File: src/rtl/core/idl_pkg.sv
// ----------------------------------------------------------------------------
// idl_pkg
// Shared types and constants of the indexed deque list: request codes,
// controller states and the command/status bundles between the
// controller and the datapath.
// ----------------------------------------------------------------------------
package idl_pkg;

    localparam int CAPACITY_DEF   = 256;
    localparam int WORD_WIDTH_DEF = 32;

    localparam int OP_W      = 3;
    localparam int POS_W     = 8;
    localparam int DATA_W    = 32;
    localparam int CNT_OUT_W = 9;

    typedef enum logic [OP_W-1:0] {
        OP_PUSH_BACK  = 3'd0,
        OP_PUSH_FRONT = 3'd1,
        OP_POP_BACK   = 3'd2,
        OP_POP_FRONT  = 3'd3,
        OP_READ_AT    = 3'd4,
        OP_REMOVE_AT  = 3'd5,
        OP_INSERT_AT  = 3'd6
    } t_op;

    typedef enum logic [3:0] {
        S_IDLE,
        S_DECODE,
        S_HEAD_DEC,
        S_PUT,
        S_SHIFT_RD,
        S_SHIFT_WR,
        S_FETCH,
        S_GRAB,
        S_CLOSE_RD,
        S_CLOSE_WR,
        S_DONE
    } t_state;

    typedef enum logic [2:0] {
        IDX_HOLD,
        IDX_COUNT,
        IDX_LAST,
        IDX_POS,
        IDX_ZERO,
        IDX_INC,
        IDX_DEC
    } t_idx_sel;

    typedef struct packed {
        logic     latch;
        logic     rd_en;
        logic     rd_next;
        logic     wr_en;
        logic     wr_next;
        logic     wr_src_word;
        t_idx_sel idx_sel;
        logic     cnt_inc;
        logic     cnt_dec;
        logic     head_inc;
        logic     head_dec;
        logic     set_over;
        logic     capture;
        logic     out_load;
    } t_dp_cmd;

    typedef struct packed {
        logic [OP_W-1:0] op;
        logic            full;
        logic            empty;
        logic            pos_lt_cnt;
        logic            pos_zero;
        logic            idx_is_pos;
        logic            idx_is_last;
        logic            idx_next_last;
        logic            out_free;
    } t_dp_sts;

endpackage

File: src/rtl/core/idl_ctrl.sv
// ----------------------------------------------------------------------------
// idl_ctrl
// Controller: decodes each request and sequences RAM reads, writes and
// entry shifts in the datapath.
// ----------------------------------------------------------------------------
module idl_ctrl (
    input  logic              i_clk,
    input  logic              i_rst_n,
    input  logic              i_in_valid,
    output logic              o_in_ready,
    input  idl_pkg::t_dp_sts  i_sts,
    output idl_pkg::t_dp_cmd  o_cmd
);

    import idl_pkg::*;

    t_state r_state, n_state;
    t_dp_cmd cmd;

    always_ff @(posedge i_clk) begin
        if (!i_rst_n) begin
            r_state <= S_IDLE;
        end else begin
            r_state <= n_state;
        end
    end

    always_comb begin
        n_state = r_state;
        cmd     = '0;
        unique case (r_state)
            S_IDLE: begin
                if (i_in_valid) begin
                    cmd.latch = 1'b1;
                    n_state   = S_DECODE;
                end
            end
            S_DECODE: begin
                n_state = S_DONE;
                unique case (i_sts.op)
                    OP_PUSH_BACK: begin
                        if (i_sts.full) begin
                            cmd.set_over = 1'b1;
                        end else begin
                            cmd.idx_sel = IDX_COUNT;
                            n_state     = S_PUT;
                        end
                    end
                    OP_PUSH_FRONT: begin
                        if (i_sts.full) begin
                            cmd.set_over = 1'b1;
                        end else begin
                            n_state = S_HEAD_DEC;
                        end
                    end
                    OP_POP_BACK: begin
                        if (!i_sts.empty) begin
                            cmd.idx_sel = IDX_LAST;
                            n_state     = S_FETCH;
                        end
                    end
                    OP_POP_FRONT: begin
                        if (!i_sts.empty) begin
                            cmd.idx_sel = IDX_ZERO;
                            n_state     = S_FETCH;
                        end
                    end
                    OP_READ_AT, OP_REMOVE_AT: begin
                        if (i_sts.pos_lt_cnt) begin
                            cmd.idx_sel = IDX_POS;
                            n_state     = S_FETCH;
                        end
                    end
                    OP_INSERT_AT: begin
                        if (i_sts.full) begin
                            cmd.set_over = 1'b1;
                        end else if (!i_sts.pos_lt_cnt) begin
                            cmd.idx_sel = IDX_COUNT;
                            n_state     = S_PUT;
                        end else if (i_sts.pos_zero) begin
                            n_state = S_HEAD_DEC;
                        end else begin
                            cmd.idx_sel = IDX_LAST;
                            n_state     = S_SHIFT_RD;
                        end
                    end
                    default: begin
                        n_state = S_DONE;
                    end
                endcase
            end
            S_HEAD_DEC: begin
                cmd.head_dec = 1'b1;
                cmd.idx_sel  = IDX_ZERO;
                n_state      = S_PUT;
            end
            S_PUT: begin
                cmd.wr_en       = 1'b1;
                cmd.wr_src_word = 1'b1;
                cmd.cnt_inc     = 1'b1;
                n_state         = S_DONE;
            end
            S_SHIFT_RD: begin
                cmd.rd_en = 1'b1;
                n_state   = S_SHIFT_WR;
            end
            S_SHIFT_WR: begin
                cmd.wr_en   = 1'b1;
                cmd.wr_next = 1'b1;
                if (i_sts.idx_is_pos) begin
                    n_state = S_PUT;
                end else begin
                    cmd.idx_sel = IDX_DEC;
                    n_state     = S_SHIFT_RD;
                end
            end
            S_FETCH: begin
                cmd.rd_en = 1'b1;
                n_state   = S_GRAB;
            end
            S_GRAB: begin
                cmd.capture = 1'b1;
                n_state     = S_DONE;
                priority if (i_sts.op == OP_POP_BACK) begin
                    cmd.cnt_dec = 1'b1;
                end else if (i_sts.op == OP_POP_FRONT) begin
                    cmd.cnt_dec  = 1'b1;
                    cmd.head_inc = 1'b1;
                end else if (i_sts.op == OP_REMOVE_AT) begin
                    if (i_sts.idx_is_last) begin
                        cmd.cnt_dec = 1'b1;
                    end else begin
                        n_state = S_CLOSE_RD;
                    end
                end else begin
                    n_state = S_DONE;
                end
            end
            S_CLOSE_RD: begin
                cmd.rd_en   = 1'b1;
                cmd.rd_next = 1'b1;
                n_state     = S_CLOSE_WR;
            end
            S_CLOSE_WR: begin
                cmd.wr_en   = 1'b1;
                cmd.idx_sel = IDX_INC;
                if (i_sts.idx_next_last) begin
                    cmd.cnt_dec = 1'b1;
                    n_state     = S_DONE;
                end else begin
                    n_state = S_CLOSE_RD;
                end
            end
            S_DONE: begin
                if (i_sts.out_free) begin
                    cmd.out_load = 1'b1;
                    n_state      = S_IDLE;
                end
            end
            default: begin
                n_state = S_IDLE;
            end
        endcase
    end

    assign o_cmd      = cmd;
    assign o_in_ready = (r_state == S_IDLE);

    a_accept_to_decode: assert property (@(posedge i_clk) disable iff (!i_rst_n)
        (i_in_valid && o_in_ready) |=> (r_state == S_DECODE))
        else $error("accepted request not decoded");

    a_one_ram_access: assert property (@(posedge i_clk) disable iff (!i_rst_n)
        $onehot0({cmd.rd_en, cmd.wr_en, cmd.out_load}))
        else $error("overlapping RAM access or result load");

endmodule

File: config.mk
export PLATFORM = sky130hd
export DESIGN_NAME = idl_ctrl
export DESIGN_NICKNAME = d
export VERILOG_FILES = /design/src/rtl/core/idl_pkg.sv /design/src/rtl/core/idl_ctrl.sv
export SDC_FILE = /design/constraint.sdc
export NUM_CORES = 1
export LEC_CHECK = 0
export BUFFER_PORTS_ARGS = -buffer_cell sky130_fd_sc_hd__buf_4
export CAP_MARGIN = 40
export CORE_MARGIN = 2
export CORE_UTILIZATION = 45
export CTS_CLUSTER_DIAMETER = 60
export DETAILED_ROUTE_END_ITERATION = 10
export PLACE_DENSITY = 0.86
export SYNTH_ARGS = -nofsm -noshare
export SYNTH_HDL_FRONTEND = slang
export SYNTH_SLANG_ARGS = --single-unit
export TNS_END_PERCENT = 20
File: constraint.sdc
create_clock -name i_clk -period 1.68 [get_ports i_clk]
set_input_delay 0.084 -clock i_clk [delete_from_list [all_inputs] [get_ports i_clk]]
set_output_delay 0.084 -clock i_clk [all_outputs]
set_load 0.02 [all_outputs]
==> impl_metrics.tcl, run 1 <==
set metrics [dict create \
    max_freq_mhz 627 \
    critPathKind "register to output port" \
    clock_skew_ns 0.00389 \
    clk_pin_slew_ns 0.04 \
    rsz0062_at_grt "false" \
    place_inst 128 \
    hold_viol_final 0 \
    stdcell_count 131 \
    antenna_found_initial 0 \
    timing.final.crit_share 0.950 \
    required_ns 1.60 \
    endpoint_kind "output port" \
    top_register "r_state" \
    power_leakage_nw 0.440 \
    layout_min_cycle_time_ns 1.60 \
    r2r-start "r_state[1]" \
    synth_top_cell_by_area "dfxtp_1" \
    cts.path.max_buffers 2 \
    cts_hold_buf 0 \
    yosysMostFrequentCell "nor2_1" \
    largest_reg_flops 4 \
    maxCapViolCount 0 \
    io_buffers 30 \
    p_per_area_mw_per_mm2 1090 \
    slew_violations 0 \
    status "completed" \
    clockRootBuffer "clkbuf_4" \
    crit_path_max_fanout 17 \
    yosysWarnings 0 \
    vias 763 \
    die_x_um 42.6 \
    grt_pass1_vias 654 \
    avgSynthCellArea_um2 7.47 \
    synth-main-ff-cell "dfxtp_1" \
    grt_pass1_wl_um 2830 \
    num-fill-cells 123 \
    io_pins 31 \
    vdd_ir_drop_max_uv 608 \
    syn_inst 90 \
    design_area_um2 906 \
    viasPerCell 5.82 \
    finalSetupViolCount 0 \
    synth_edf_count 0 \
    worstMarginPinSlew_ns 0.427 \
    worst_ep_arrival_time_ns 1.51 \
    crit_start "r_state[0]" \
    start_util 0.498 \
    wirelength_um 1750 \
    startpoint_type "register" \
    nNetsFinal 132 \
    largestRegisters "r_state: 4 flops" \
    drtIter0Drc 9 \
    synth_compound_area_frac 0.315 \
    synthSimpleGateAreaFrac 0.395 \
    grt_overflow 0 \
    wl_per_cell_um 13.4 \
    synth_top_family_by_area "simple AND/OR/NAND/NOR gates" \
    synth.area.top_cells "dfxtp_1 12%, nor2_1 3.9%, buf_2 3.7%" \
    grt_use_total 0.199 \
    die-area_mm2 0.00182 \
    ys_types 43 \
    yosys.area_share.adder 0 \
    synthesis.area_um2 672 \
    netlist.area_leader.share 0.119 \
    seq_area_frac_synth 0.119 \
    synth_xor_area_frac 0 \
    yosys-mux-area-fraction 0.0335 \
    fin_tns_setup_ns 0 \
    async_reset_ff_frac 0 \
    area_growth_pct 34.8 \
    post-route-drc-count 0 \
    ys_ff_latch 4 \
    slew_headroom 0.715 \
    cts_tree "done" \
    cts_buffers 3 \
    design.core.area_mm2 0.00135 \
    grt_max_degree 18 \
    ys_top_cells_by_count "7 x nor2_1, 5 x buf_2, 5 x inv_1, 4 x dfxtp_1, 4 x nor2b_1" \
    clock_latency_ns 0.24 \
    diodes 0 \
    place_congestion 0.826 \
    synth_nets 104 \
    rows 13 \
    h-tree-depth 1 \
    hp-class "primary input to register" \
    ant_nets 0 \
    first_pass_iters 4 \
    hpwl_um 1360 \
    die_h_um 42.6 \
    place_area_um2 878 \
    layout-drive-gt1-share 0.405 \
    clock_sinks 4 \
    hold_start "i_rst_n" \
]
where the power goes:
group / total (mW) / switching, mW / internal, mW / leakage [nW]
registers: 0.216 / 0.0869 / 0.129 / 0.0344
clock network: 0.122 / 0.0420 / 0.0801 / 0.0138
logic: 0.650 / 0.332 / 0.317 / 0.392
total: 0.988 / 0.461 / 0.526 / 0.440
per-layer routing:
metal  track usage  wire (µm)  vias to the layer above
met5             0          0                        -
met1         0.265        783                      344
met3        0.0259         95                        2
met2         0.303        859                       27
li1              -          -                      390
met4         0.113         11                        0
final timing paths:
| check | to | slack, ns | depth (start not counted) |
|---|---|---|---|
| worst min register to register | r_state[0] | 0.59 | 1 |
| worst max register to register | r_state[1] | 0.31 | 4 |
| worst max-delay path | o_cmd[15] | 0.08 | 4 |
| worst min-delay path | r_state[0] | 0.1 | 3 |
layout make-up:
class	count	area, µm²	area share
Clock buffer	3	22.5	0.0249
Sequential cell	4	85.1	0.0939
Tap cell	15	18.8	0.0207
Multi-Input combinational cell	69	505	0.558
Inverter	7	26.3	0.0290
Timing Repair Buffer	33	248	0.273
critical path, cell delays in order, from the launching register on:
cell and delay [ns]:
dfxtp_2 0.39, or4_4 0.57, inv_2 0.07, and2_1 0.11
buf_4 0.13
what timing repair did:
| action | in CTS | in global routing |
|---|---|---|
| resized for setup | 2 | 2 |
| endpoints found under the setup margin | 2 | 9 |
| buffers inserted | 0 | 0 |
| pin swaps | 0 | 1 |
placed cells by master (no fill, tap or decap), types with 2 or more instances in the layout:
cell type / netlist / routed
and2_1: 3 / 3
o211a_1: 2 / 2
nand3b_1: 3 / 3
nor2b_1: 4 / 4
dfxtp_2: 0 / 4
and3_1: 2 / 2
inv_1: 5 / 5
nor2_1: 7 / 7
o21ai_0: 3 / 3
and3b_1: 2 / 2
a31oi_1: 3 / 3
clkbuf_4: 0 / 3
o22ai_1: 2 / 2
inv_2: 2 / 2
nor3b_1: 2 / 2
a22o_1: 2 / 2
nand2_1: 3 / 3
nand3_1: 2 / 2
buf_4: 2 / 33
nand2b_1: 2 / 2
o21ai_1: 3 / 3
a21oi_1: 3 / 3
and2b_1: 2 / 2
per-stage QoR:
stage	hold WS, ns	utilization	total power [mW]	setup WS (ns)
3_3_place_gp	0.348	0.651	0.842	0.246
2_1_floorplan	0.202	-	0.674	0.128
3_5_place_dp	0.351	0.651	0.855	0.231
5_1_grt	0.112	0.671	1.07	0.000218
6_report	0.0996	0.671	0.988	0.0841
4_1_cts	0.0982	0.669	0.982	0.00922
kinds of logic (layout without fill, tap and decap cells):
kind of cell	after synthesis	after routing
buf+inv	17	43
flops	4	4
compound gates	29	29
simple gates	39	39
mux	1	1
(Power assumes the default switching activity.)
==> run 2: changes to the inputs <==
Settings changed: ABC_CLOCK_PERIOD_IN_PS set to 1900, CORE_UTILIZATION 45 to 49, PLACE_DENSITY 0.86 to 0.92.
Clock period 1.68 ns to 1.9 ns, I/O delays scaled along.
==> run 2 against run 1 <==
  * Register-to-register slack improved by 0.02 ns
  * Total power decreased by 14%
  * Final cell count shrank 2.3%
  * Sequential power rose by 4%
  * Count of clock-buffer cells in the layout stayed put
  * Critical endpoint is now o_cmd[8]
  * Largest cell class unchanged
==> impl_metrics.tcl, run 2 (same netlist as run 1, synthesis figures left out) <==
set metrics [dict create \
    status "completed" \
    slew_headroom 0.672 \
    critPathKind "register to output port" \
    power_leakage_nw 0.423 \
    hold_viol_final 0 \
    grt_max_degree 21 \
    cts_tree "done" \
    worstMarginPinSlew_ns 0.491 \
    num-fill-cells 120 \
    crit_path_max_fanout 17 \
    hp-class "primary input to register" \
    place_area_um2 850 \
    fin_tns_setup_ns 0 \
    hpwl_um 1370 \
    vdd_ir_drop_max_uv 425 \
    setup_slack_ns 0.144 \
    io_buffers 30 \
    wirelength_um 1850 \
    viasPerCell 6.34 \
    rsz0062_at_grt "false" \
    largest_reg_flops 4 \
    p_per_area_mw_per_mm2 971 \
    ant_nets 0 \
    design_area_um2 876 \
    grt_pass1_wl_um 2770 \
    place_congestion 0.797 \
    largestRegisters "r_state: 4 flops" \
    finalSetupViolCount 0 \
    clock_latency_ns 0.24 \
    clockRootBuffer "clkbuf_4" \
    clock_skew_ns 0.00134 \
    start_util 0.523 \
    startpoint_type "register" \
    stdcell_count 128 \
    rows 13 \
    slew_violations 0 \
    h-tree-depth 1 \
    required_ns 1.80 \
    clk_pin_slew_ns 0.04 \
    clock_sinks 4 \
    cts_buffers 3 \
    timing.final.crit_share 0.924 \
    hold_ws_ns 0.117 \
    cts.path.max_buffers 2 \
    die_x_um 41.0 \
    mostFrequentLayoutCells "30 x buf_4, 7 x nor2_1, 5 x inv_1" \
    vias 811 \
    diodes 0 \
    layout-drive-gt1-share 0.372 \
    place_inst 125 \
    grt_overflow 0 \
    top_register "r_state" \
    max_freq_mhz 569 \
    maxCapViolCount 0 \
    die-area_mm2 0.00168 \
    die_h_um 41.0 \
    mostFrequentLayoutCell "buf_4" \
    io_pins 31 \
    post-route-drc-count 0 \
    post-place-ws_ns 0.290 \
    layout_min_cycle_time_ns 1.76 \
    design.core.area_mm2 0.00128 \
    final_util 0.682 \
    endpoint_kind "output port" \
    grt_pass1_vias 686 \
    grt_use_total 0.246 \
    first_pass_iters 4 \
    worst_ep_arrival_time_ns 1.66 \
    wl_per_cell_um 14.5 \
    drtIter0Drc 23 \
    nNetsFinal 129 \
    power_uw 851 \
    area_growth_pct 30.4 \
    antenna_found_initial 0 \
]
-- run 2: path summary, 6_finish.rpt --
| path | startpoint | to | slack [ns] | depth (start not counted) |
|---|---|---|---|---|
| setup reg to reg | r_state[0] | r_state[1] | 0.33 | 3 |
| hold / removal | i_rst_n | r_state[0] | 0.12 | 3 |
| setup / recovery | r_state[0] | o_cmd[8] | 0.14 | 3 |
| hold reg to reg | r_state[2] | r_state[0] | 0.64 | 2 |
-- run 2: layout make-up --
class / instances / area [µm²] / area share
clock buffers: 3 / 22.5 / 0.0257
multi-input cells: 69 / 499 / 0.570
inverters: 7 / 26.3 / 0.0300
well taps: 15 / 18.8 / 0.0214
repair buffers: 30 / 225 / 0.257
flip-flops and latches: 4 / 83.8 / 0.0957
-- run 2: critical path: stages (launching register included) --
cell,delay [ns]
dfxtp_1,0.62
nor4b_4,0.45
a22o_1,0.21
buf_4,0.14
-- run 2: metal layers --
metal,up-vias,global-route usage,share of wire
met5,-,0,0
li1,384,-,-
met2,32,0.484,0.51
met1,393,0.262,0.42
met4,0,0.0667,0.0027
met3,2,0.0380,0.060
-- run 2: timing repair --
action	CTS	global route
resized for setup	0	3
endpoints found under the setup margin	0	2
buffers inserted	0	0
hold buffers	0	0
-- run 2: report_power, final --
part / leakage, nW / switching [mW] / internal (mW) / total (mW)
clock: 0.0138 / 0.0370 / 0.0708 / 0.108
combinational: 0.376 / 0.261 / 0.258 / 0.519
sequential: 0.0341 / 0.112 / 0.112 / 0.224
==> run 3: changes to the inputs <==
Settings changed: CORE_UTILIZATION 49 to 25, PLACE_DENSITY 0.92 to 0.57.
==> run 3 against run 2 <==
  * Setup slack better by 0.029 ns
  * Utilization is 33 points lower
  * Critical path depth is 1 higher
  * Final cell count is 12% higher
  * Non-clock buffer count stayed put
  * Combinational power is 0.8% lower
  * Critical endpoint is now o_cmd[9]
  * Largest power group unchanged
==> impl_metrics.tcl, run 3 (same netlist as run 1, synthesis figures left out) <==
set metrics [dict create \
    status "completed" \
    layout-drive-gt1-share 0.372 \
    min_path_cells 3 \
    startpoint_type "register" \
    finalSetupViolCount 0 \
    grt_use_total 0.129 \
    slew_headroom 0.676 \
    r2r-start "r_state[0]" \
    power_leakage_nw 0.423 \
    antenna_found_initial 0 \
    io_buffers 30 \
    die_x_um 55.8 \
    grt_overflow 0 \
    max_freq_mhz 579 \
    wl_per_cell_um 13.4 \
    grt_pass1_wl_um 3240 \
    cts_tree "done" \
    cts_buffers 3 \
    critPathKind "register to output port" \
    maxCapViolCount 0 \
    post-place-ws_ns 0.244 \
    clock_latency_ns 0.24 \
    vias 765 \
    worst_ep_arrival_time_ns 1.63 \
    setup_slack_ns 0.173 \
    cts_setup_buffers 0 \
    num-fill-cells 276 \
    hp-class "primary input to register" \
    power_uw 853 \
    endpoint_kind "output port" \
    hold_start "i_rst_n" \
    crit_path_max_fanout 20 \
    clock_skew_ns 0.00465 \
    place_inst 140 \
    area_growth_pct 33.1 \
    mostFrequentLayoutCells "30 x buf_4, 7 x nor2_1, 5 x inv_1" \
    die_h_um 55.8 \
    rows 18 \
    clk_pin_slew_ns 0.04 \
    largest_reg_flops 4 \
    layout_min_cycle_time_ns 1.73 \
    cts.path.max_buffers 2 \
    rr_worst_depth 3 \
    grt_pass1_vias 692 \
    fin_tns_setup_ns 0 \
    p_per_area_mw_per_mm2 954 \
    regToRegEndpoint "r_state[1]" \
    h-tree-depth 1 \
    first_pass_iters 4 \
    worstMarginPinSlew_ns 0.485 \
    top_register "r_state" \
    cp-endpoint "o_cmd[9]" \
    drtIter0Drc 41 \
    io_pins 31 \
    slew_violations 0 \
    wirelength_um 1920 \
    hpwl_um 1390 \
    timing.final.crit_share 0.909 \
    nNetsFinal 129 \
    clockRootBuffer "clkbuf_4" \
    hold_viol_final 0 \
    post-route-drc-count 0 \
    start_util 0.266 \
    mostFrequentLayoutCell "buf_4" \
    crit_start "r_state[1]" \
    clock_sinks 4 \
    reg2reg_slack_ns 0.41 \
    stdcell_count 143 \
    rsz0062_at_grt "false" \
    required_ns 1.80 \
    place_congestion 0.867 \
    viasPerCell 5.35 \
    ant_nets 0 \
    design.core.area_mm2 0.00252 \
    grt_max_degree 21 \
    die-area_mm2 0.00312 \
    largestRegisters "r_state: 4 flops" \
    diodes 0 \
    vdd_ir_drop_max_uv 690 \
]
## run 3: report_power, final
part           leakage (nW)  internal [mW]  switching, mW  total, mW
logic                 0.376          0.258          0.257      0.515
clock network        0.0138         0.0712         0.0419      0.113
registers            0.0341          0.112          0.114      0.226
total                 0.423          0.441          0.412      0.853
## run 3: worst min-delay path by stage
stage | end
after detailed placement | r_state[0]
after floorplan | r_state[0]
after global placement | r_state[0]
after global routing | r_state[0]
after CTS | r_state[0]
final | r_state[0]
## run 3: final cells by class
type	count	area [µm²]	share of cell area
Multi-Input combinational cell	69	499	0.558
Timing Repair Buffer	30	225	0.252
Sequential cell	4	83.8	0.0937
Tap cell	30	37.5	0.0420
Inverter	7	26.3	0.0294
Clock buffer	3	22.5	0.0252
## run 3: critical path, stage by stage (launching register included)
cell and delay (ns):
dfxtp_2 0.54, nor3b_1 0.38, a31oi_1 0.10, o22ai_1 0.20
buf_4 0.17
## run 3: timing repair
action | 4_1_cts | 5_1_grt
hold buffers | 0 | 0
setup endpoints to repair | 1 | 2
resized for setup | 1 | 2
## run 3: layer usage
metal,GRT usage,wire length (µm)
met2,0.201,891
met5,0,0
met3,0.0233,138
met4,0.0714,31
met1,0.167,859
## run 3: through the flow
| stage | util | cell area, µm² | hold WS, ns |
|---|---|---|---|
| finish | 0.355 | 895 | 0.112 |
| global route | 0.355 | 895 | 0.118 |
| CTS | 0.354 | 892 | 0.106 |
| detailed placement | 0.344 | 868 | 0.366 |
| global placement | 0.344 | 868 | 0.363 |
| floorplan | - | 672 | 0.213 |
